$ cat config.mk
export PLATFORM = sky130hd
export DESIGN_NAME = mouse_packet_assembler_queue_core
export DESIGN_NICKNAME = d
export VERILOG_FILES = /design/src/sv/mpaq_pkg.sv /design/src/sv/mouse_packet_assembler_queue_core.sv
export SDC_FILE = /design/constraint.sdc
export NUM_CORES = 1
export LEC_CHECK = 0
export ABC_AREA = 1
export BUFFER_PORTS_ARGS = -buffer_cell sky130_fd_sc_hd__clkbuf_2
export CORE_MARGIN = 3
export CORE_UTILIZATION = 65
export DETAILED_ROUTE_END_ITERATION = 7
export GPL_TIMING_DRIVEN = 0
export PLACE_DENSITY = 0.82
export SLEW_MARGIN = 20
export SYNTH_ARGS = -nofsm -noshare
export SYNTH_HDL_FRONTEND = slang
export SYNTH_SLANG_ARGS = --single-unit
$ cat constraint.sdc
create_clock -name aclk -period 9.7 [get_ports aclk]
set_input_delay 0 -clock aclk [delete_from_list [all_inputs] [get_ports aclk]]
set_output_delay 0 -clock aclk [all_outputs]
set_load 0.005 [all_outputs]
$ cat src/sv/mpaq_pkg.sv
// mpaq_pkg: types and constants for the mouse packet assembler queue
// no dependencies; imported by the core and the testbench
package mpaq_pkg;

    localparam int QUEUE_DEPTH = 16;
    localparam int PTR_W       = (QUEUE_DEPTH > 1) ? $clog2(QUEUE_DEPTH) : 1;

    localparam int DATA_W      = 8;
    localparam int BTN_W       = 3;
    localparam int S_TDATA_W   = 8;
    localparam int M_TDATA_W   = 24;

    localparam logic [DATA_W-1:0] SYNC_BIT    = 8'h08;
    localparam logic [DATA_W-1:0] BUTTON_MASK = 8'h07;

    // item kind carried on s_axis_tuser
    localparam logic OP_BYTE = 1'b0;
    localparam logic OP_POP  = 1'b1;

    typedef logic [PTR_W-1:0] ptr_t;

    typedef enum logic [1:0] {
        PH_FIRST  = 2'd0,
        PH_SECOND = 2'd1,
        PH_THIRD  = 2'd2
    } phase_t;

    typedef struct packed {
        logic [BTN_W-1:0]        buttons;
        logic signed [DATA_W-1:0] dy;
        logic signed [DATA_W-1:0] dx;
    } event_t;

    // packed so that the last field lands in the lowest bit
    typedef struct packed {
        logic                     pad;
        logic [BTN_W-1:0]         button_bits;
        logic signed [DATA_W-1:0] delta_y;
        logic signed [DATA_W-1:0] delta_x;
        logic                     pop_valid;
        logic                     packet_dropped;
        logic                     packet_complete;
        logic                     resync_discard;
    } result_t;

    function automatic ptr_t next_slot(input ptr_t p);
        ptr_t r;
        if (p == ptr_t'(QUEUE_DEPTH - 1)) begin
            r = '0;
        end else begin
            r = p + ptr_t'(1);
        end
        return r;
    endfunction

endpackage

$ cat src/sv/mouse_packet_assembler_queue_core.sv
// Mouse packet framer with a ring queue of decoded events.
// Usage:
//   s_axis: one item per handshake. tuser = operation (0 = mouse byte,
//   1 = pop oldest event), tdata = data_byte (ignored on pops).
//   m_axis: exactly one result item per input item, in order. tdata packs
//   resync_discard, packet_complete, packet_dropped, pop_valid, delta_x,
//   delta_y, button_bits from the lowest bit up, one zero pad bit on top.
// Timing:
//   an accepted item sits in the input register, is decoded by a single
//   level of framing/queue logic and lands in the result register, from
//   which it is offered on m_axis. Throughput is one item per cycle while
//   m_axis_tready stays high; phase and queue pointers update per item.
// Reset (aresetn low, synchronous): phase, packet bytes and both pointers go
//   to zero, the queue is empty and both registers are empty. Event slots are
//   not cleared; only written slots are ever popped.
// Stall: while m_axis_tready is low the result holds, the input register
//   keeps one more item, and s_axis_tready drops once that register is full.
//   The queue holds QUEUE_DEPTH-1 events; a packet that finds it full is
//   reported with packet_dropped and discarded.
module mouse_packet_assembler_queue_core (
    input  logic                            aclk,
    input  logic                            aresetn,
    input  logic                            s_axis_tvalid,
    output logic                            s_axis_tready,
    input  logic [mpaq_pkg::S_TDATA_W-1:0]  s_axis_tdata,  // [7:0] data_byte
    input  logic                            s_axis_tuser,  // [0] operation
    output logic                            m_axis_tvalid,
    input  logic                            m_axis_tready,
    // [0] resync_discard, [1] packet_complete, [2] packet_dropped,
    // [3] pop_valid, [11:4] delta_x, [19:12] delta_y, [22:20] button_bits,
    // [23] zero
    output logic [mpaq_pkg::M_TDATA_W-1:0]  m_axis_tdata
);
    import mpaq_pkg::*;

    // input register
    logic              in_valid_reg;
    logic              in_op_reg;
    logic [DATA_W-1:0] in_byte_reg;

    // result register
    logic    out_valid_reg;
    result_t out_reg;

    // framer and queue state
    phase_t            phase_reg, phase_next;
    logic [BTN_W-1:0]  first_btn_reg;
    logic [DATA_W-1:0] second_byte_reg;
    ptr_t              wr_ptr_reg, wr_ptr_next;
    ptr_t              rd_ptr_reg, rd_ptr_next;
    event_t            event_mem [QUEUE_DEPTH];
    event_t            head_event_reg;

    logic    advance;
    logic    is_byte;
    logic    queue_empty;
    logic    queue_full;
    logic    push;
    event_t  new_event;
    result_t res_next;

    assign advance       = in_valid_reg && (!out_valid_reg || m_axis_tready);
    assign s_axis_tready = !in_valid_reg || advance;
    assign m_axis_tvalid = out_valid_reg;
    assign m_axis_tdata  = out_reg;

    assign is_byte     = (in_op_reg == OP_BYTE);
    assign queue_empty = (rd_ptr_reg == wr_ptr_reg);
    assign queue_full  = (next_slot(wr_ptr_reg) == rd_ptr_reg);

    assign new_event.buttons = first_btn_reg;
    assign new_event.dx      = second_byte_reg;
    assign new_event.dy      = in_byte_reg;

    // next phase
    always_comb begin
        phase_next = phase_reg;
        if (is_byte) begin
            case (phase_reg)
                PH_FIRST: begin
                    if ((in_byte_reg & SYNC_BIT) != '0) begin
                        phase_next = PH_SECOND;
                    end
                end
                PH_SECOND: begin
                    phase_next = PH_THIRD;
                end
                default: begin
                    phase_next = PH_FIRST;
                end
            endcase
        end
    end

    // result fields and queue updates
    always_comb begin
        res_next    = '0;
        push        = 1'b0;
        wr_ptr_next = wr_ptr_reg;
        rd_ptr_next = rd_ptr_reg;
        if (!is_byte) begin
            if (!queue_empty) begin
                res_next.pop_valid   = 1'b1;
                res_next.delta_x     = head_event_reg.dx;
                res_next.delta_y     = head_event_reg.dy;
                res_next.button_bits = head_event_reg.buttons;
                rd_ptr_next          = next_slot(rd_ptr_reg);
            end
        end else begin
            case (phase_reg)
                PH_FIRST: begin
                    res_next.resync_discard = ((in_byte_reg & SYNC_BIT) == '0);
                end
                PH_SECOND: begin
                    res_next = '0;
                end
                default: begin
                    // third byte, or an out-of-range phase
                    res_next.packet_complete = 1'b1;
                    if (queue_full) begin
                        res_next.packet_dropped = 1'b1;
                    end else begin
                        push        = 1'b1;
                        wr_ptr_next = next_slot(wr_ptr_reg);
                    end
                end
            endcase
        end
    end

    always_ff @(posedge aclk) begin
        if (!aresetn) begin
            in_valid_reg    <= 1'b0;
            out_valid_reg   <= 1'b0;
            phase_reg       <= PH_FIRST;
            first_btn_reg   <= '0;
            second_byte_reg <= '0;
            wr_ptr_reg      <= '0;
            rd_ptr_reg      <= '0;
        end else begin
            if (s_axis_tvalid && s_axis_tready) begin
                in_valid_reg <= 1'b1;
            end else if (advance) begin
                in_valid_reg <= 1'b0;
            end

            if (advance) begin
                out_valid_reg <= 1'b1;
            end else if (m_axis_tready) begin
                out_valid_reg <= 1'b0;
            end

            if (advance) begin
                phase_reg  <= phase_next;
                wr_ptr_reg <= wr_ptr_next;
                rd_ptr_reg <= rd_ptr_next;
                if (is_byte && phase_reg == PH_FIRST) begin
                    first_btn_reg <= BTN_W'(in_byte_reg & BUTTON_MASK);
                end
                if (is_byte && phase_reg == PH_SECOND) begin
                    second_byte_reg <= in_byte_reg;
                end
            end
        end
    end

    // payload registers, no reset
    always_ff @(posedge aclk) begin
        if (s_axis_tvalid && s_axis_tready) begin
            in_op_reg   <= s_axis_tuser;
            in_byte_reg <= s_axis_tdata[DATA_W-1:0];
        end
        if (advance) begin
            out_reg <= res_next;
            // head of queue for the next pop, forwarded when pushed into an empty queue
            if (push && wr_ptr_reg == rd_ptr_next) begin
                head_event_reg <= new_event;
            end else begin
                head_event_reg <= event_mem[rd_ptr_next];
            end
        end
        if (advance && push) begin
            event_mem[wr_ptr_reg] <= new_event;
        end
    end

endmodule

==> qor.txt <==
Pin count of the biggest net entering global routing: 43
DRT Pass-1 Iters: 7
DRC Markers: 0
Synth Register Bits: 378
Num CTS Buffers: 39
Post-CTS Setup Bufs: 0
Status: finished, final reports clean
Buffers & Inverters on Critical Path: 3
Vias in the first global route: 11,933
DR WL/cell: 23.3 microns
Period Utilization, post-route: 32.8%
Slew Limit Fails: 0
Global route hottest layer: met2
Unrepaired setup endpoints after global routing: false
First-pass GRT wire length: 70,100 microns
Critical Path, Cell by Cell: ha_1 -> nand2_1 -> nand3_1 -> o21ai_0 -> xor2_1 -> nor2_1 -> nand3_1 -> nand2_1 -> clkbuf_1 -> nor3_2 -> buf_4 -> buf_4
Final Total Pwr: 3.81 mW
M3 GR Usage: 8.28%
CTS tree: yes
Core area: 0.0245 sq mm
H-tree depth: 2
Hold Vio Cnt, Final: 0
Routed Antenna Nets: 0
Max incr delay on CP: 0.58 ns
Commonest non-fill, non-tap cell in the layout: nand2_1
Die height: 165 microns
Slew @ Worst Pin: 1.19 ns
Skew final: 0.0136 ns
WS Path Type: register to register
Cell Rows: 57
Max clock buf depth: 3
Launch point of the worst reg-to-reg path: wr_ptr_reg[1]
Area Overhead vs Synth: 14.1%
Worst-skew pair later-pin latency: 0.53 ns
Io pins: 39
Switching pwr: 1000 uW
Library cells used by synthesis: 31
Maximum VDD drop: 0.189 mV
Crit-path max FO: 10
Synthesized Nets: 1,583
Reg power frac: 48.0%
Endpoint class of the critical path: register
Yosys warning count: 0
Arrival time worst endpoint: 3.41 ns
Initial antenna violation count: 2
Max reg flops: 304
Met1 usage: 48.0%
Slowest cell on crit path: nor3_2
Root Driver: clkbuf_16
Worst hold path type: input pin to register
Internal Pwr Total: 2.81 mW
Die Span X: 165 microns
Starting Density: 66.8%
Leakage: 7.92 nW
GRT Total Usage: 35.6%
Tmin final: 3.18 ns
Congestion Overflow GR: 0
Final worst slack: 6.52 ns
M2 GR Usage: 54.9%
Initial DRC Count: 2,354
Data required, critical path: 9.93 ns
Global placement routability congestion: 0.974
Via count: 12,509
Setup violators final: 0
Crit-path leading delay family: simple AND/OR/NAND/NOR gates
Number of I/O port buffers: 37
Slew margin rel.: 20.4%
PwrDens: 204 mW/mm^2
Synthesized area: 0.0164 sq mm
CP Launch Point: wr_ptr_reg[1]
Fmax: 0.314 GHz
Worst min-delay path startpoint: s_axis_tdata[4]
Post-CTS Hold Buffers: 15
Detailed Route WL: 47,500 microns
Clock power share: 39.4%
Layout Nets: 1,697
Post-synthesis cell count: 1,565
Clock sinks: 378
Crit path launch type: register
Max cap viols: 0
DIE AREA: 0.0271 sq mm
TNS Setup: 0 ns
Mapped Avg Cell Area: 10.5 sq um
Share of layout cells above drive strength 1: 12.5%
Post_cts resized: 0
Logic pwr share: 12.6%
Reg clk slew, reported paths: 0.07 ns
Commonest non-fill, non-tap cells in the layout: 400 x nand2_1, 355 x edfxtp_1, 350 x nand3_1
Via/cell ratio: 6.15
DP Worst Slack: 6.69 ns
Seq/Total Area, Yosys: 67.9%
Sw frac: 26.2%
Post-detail-place hpwl: 30,200 microns
## synth_stat cells
master | n | share of area, %
buf_6 | 3 | 0.21
xnor2_1 | 1 | 0.053
o21ai_2 | 1 | 0.053
nand3_1 | 350 | 11
a21oi_1 | 11 | 0.34
conb_1 | 1 | 0.023
nor3_1 | 4 | 0.12
or2_2 | 1 | 0.038
inv_2 | 5 | 0.11
buf_2 | 55 | 1.7
ha_1 | 5 | 0.38
edfxtp_1 | 355 | 65
inv_1 | 191 | 4.4
nor2_4 | 1 | 0.069
dfxtp_1 | 23 | 2.8
a211oi_1 | 1 | 0.046
buf_1 | 6 | 0.14
nand2_1 | 400 | 9.2
clkbuf_2 | 1 | 0.031
clkbuf_1 | 21 | 0.48
nor4_1 | 1 | 0.038
buf_4 | 6 | 0.28
nor2_2 | 3 | 0.11
nor2_1 | 63 | 1.4
nand4_1 | 19 | 0.73
nand3_2 | 1 | 0.061
clkinv_1 | 1 | 0.023
o21ai_0 | 22 | 0.67
nand2_4 | 3 | 0.21
nand2_2 | 1 | 0.038
xor2_1 | 9 | 0.48
## per-stage QoR
step | area [sq um] | utilization (%) | hold slack, ns | instances
after global placement | 17000 | 69.2 | 0.177 | 1926
after floorplan | 16400 | - | 0.0989 | 1565
after CTS | 18700 | 76.1 | 0.190 | 2031
final | 18700 | 76.2 | 0.196 | 2035
after detailed placement | 17300 | 70.3 | 0.179 | 1946
after global routing | 18700 | 76.1 | 0.201 | 2032
## power by group through the flow
stage          Clock (mW)  Combinational, mW  Sequential [mW]
3_5_place_dp            0              0.450             1.86
5_1_grt              1.57              0.512             1.83
3_3_place_gp            0              0.434             1.86
2_1_floorplan           0              0.294             1.85
6_report             1.50              0.480             1.83
4_1_cts              1.49              0.462             1.83
## worst paths after layout
| path | end | slack, ns | depth (start not counted) |
|---|---|---|---|
| worst max-delay path | event_mem[7][0] | 6.52 | 12 |
| worst min-delay path | in_byte_reg[4] | 0.20 | 2 |
| worst max register to register | event_mem[7][0] | 6.52 | 12 |
| worst min register to register | m_axis_tdata[13] | 0.54 | 2 |
## layer usage
metal | part of all wire, % | wire (microns) | vias to the layer above
met5 | 0 | 0 | -
met4 | 5.9 | 2820 | 0
met3 | 14 | 6520 | 191
met2 | 45 | 21500 | 996
met1 | 35 | 16600 | 5837
li1 | - | - | 5485
## kinds of logic after synthesis
family          count (synthesis)  synth area share [%]
simple gates                  847                  22.7
xor+xnor                       10                 0.535
compound gates                 35                  1.11
other cells                     1                0.0229
flops                         378                  67.9
fa+ha+maj                       5                 0.382
buf+inv                       289                  7.33
## cell type report
type	instances	area (sq um)
fill	1537	5850
inverter	197	739
tap	324	405
multi-input combinational	898	4100
buffer	92	460
clock inverter	22	204
antenna	3	7.51
clock buffer	48	1050
timing repair buffer	73	588
sequential	378	11100
Power figures use the tool's default switching activity.
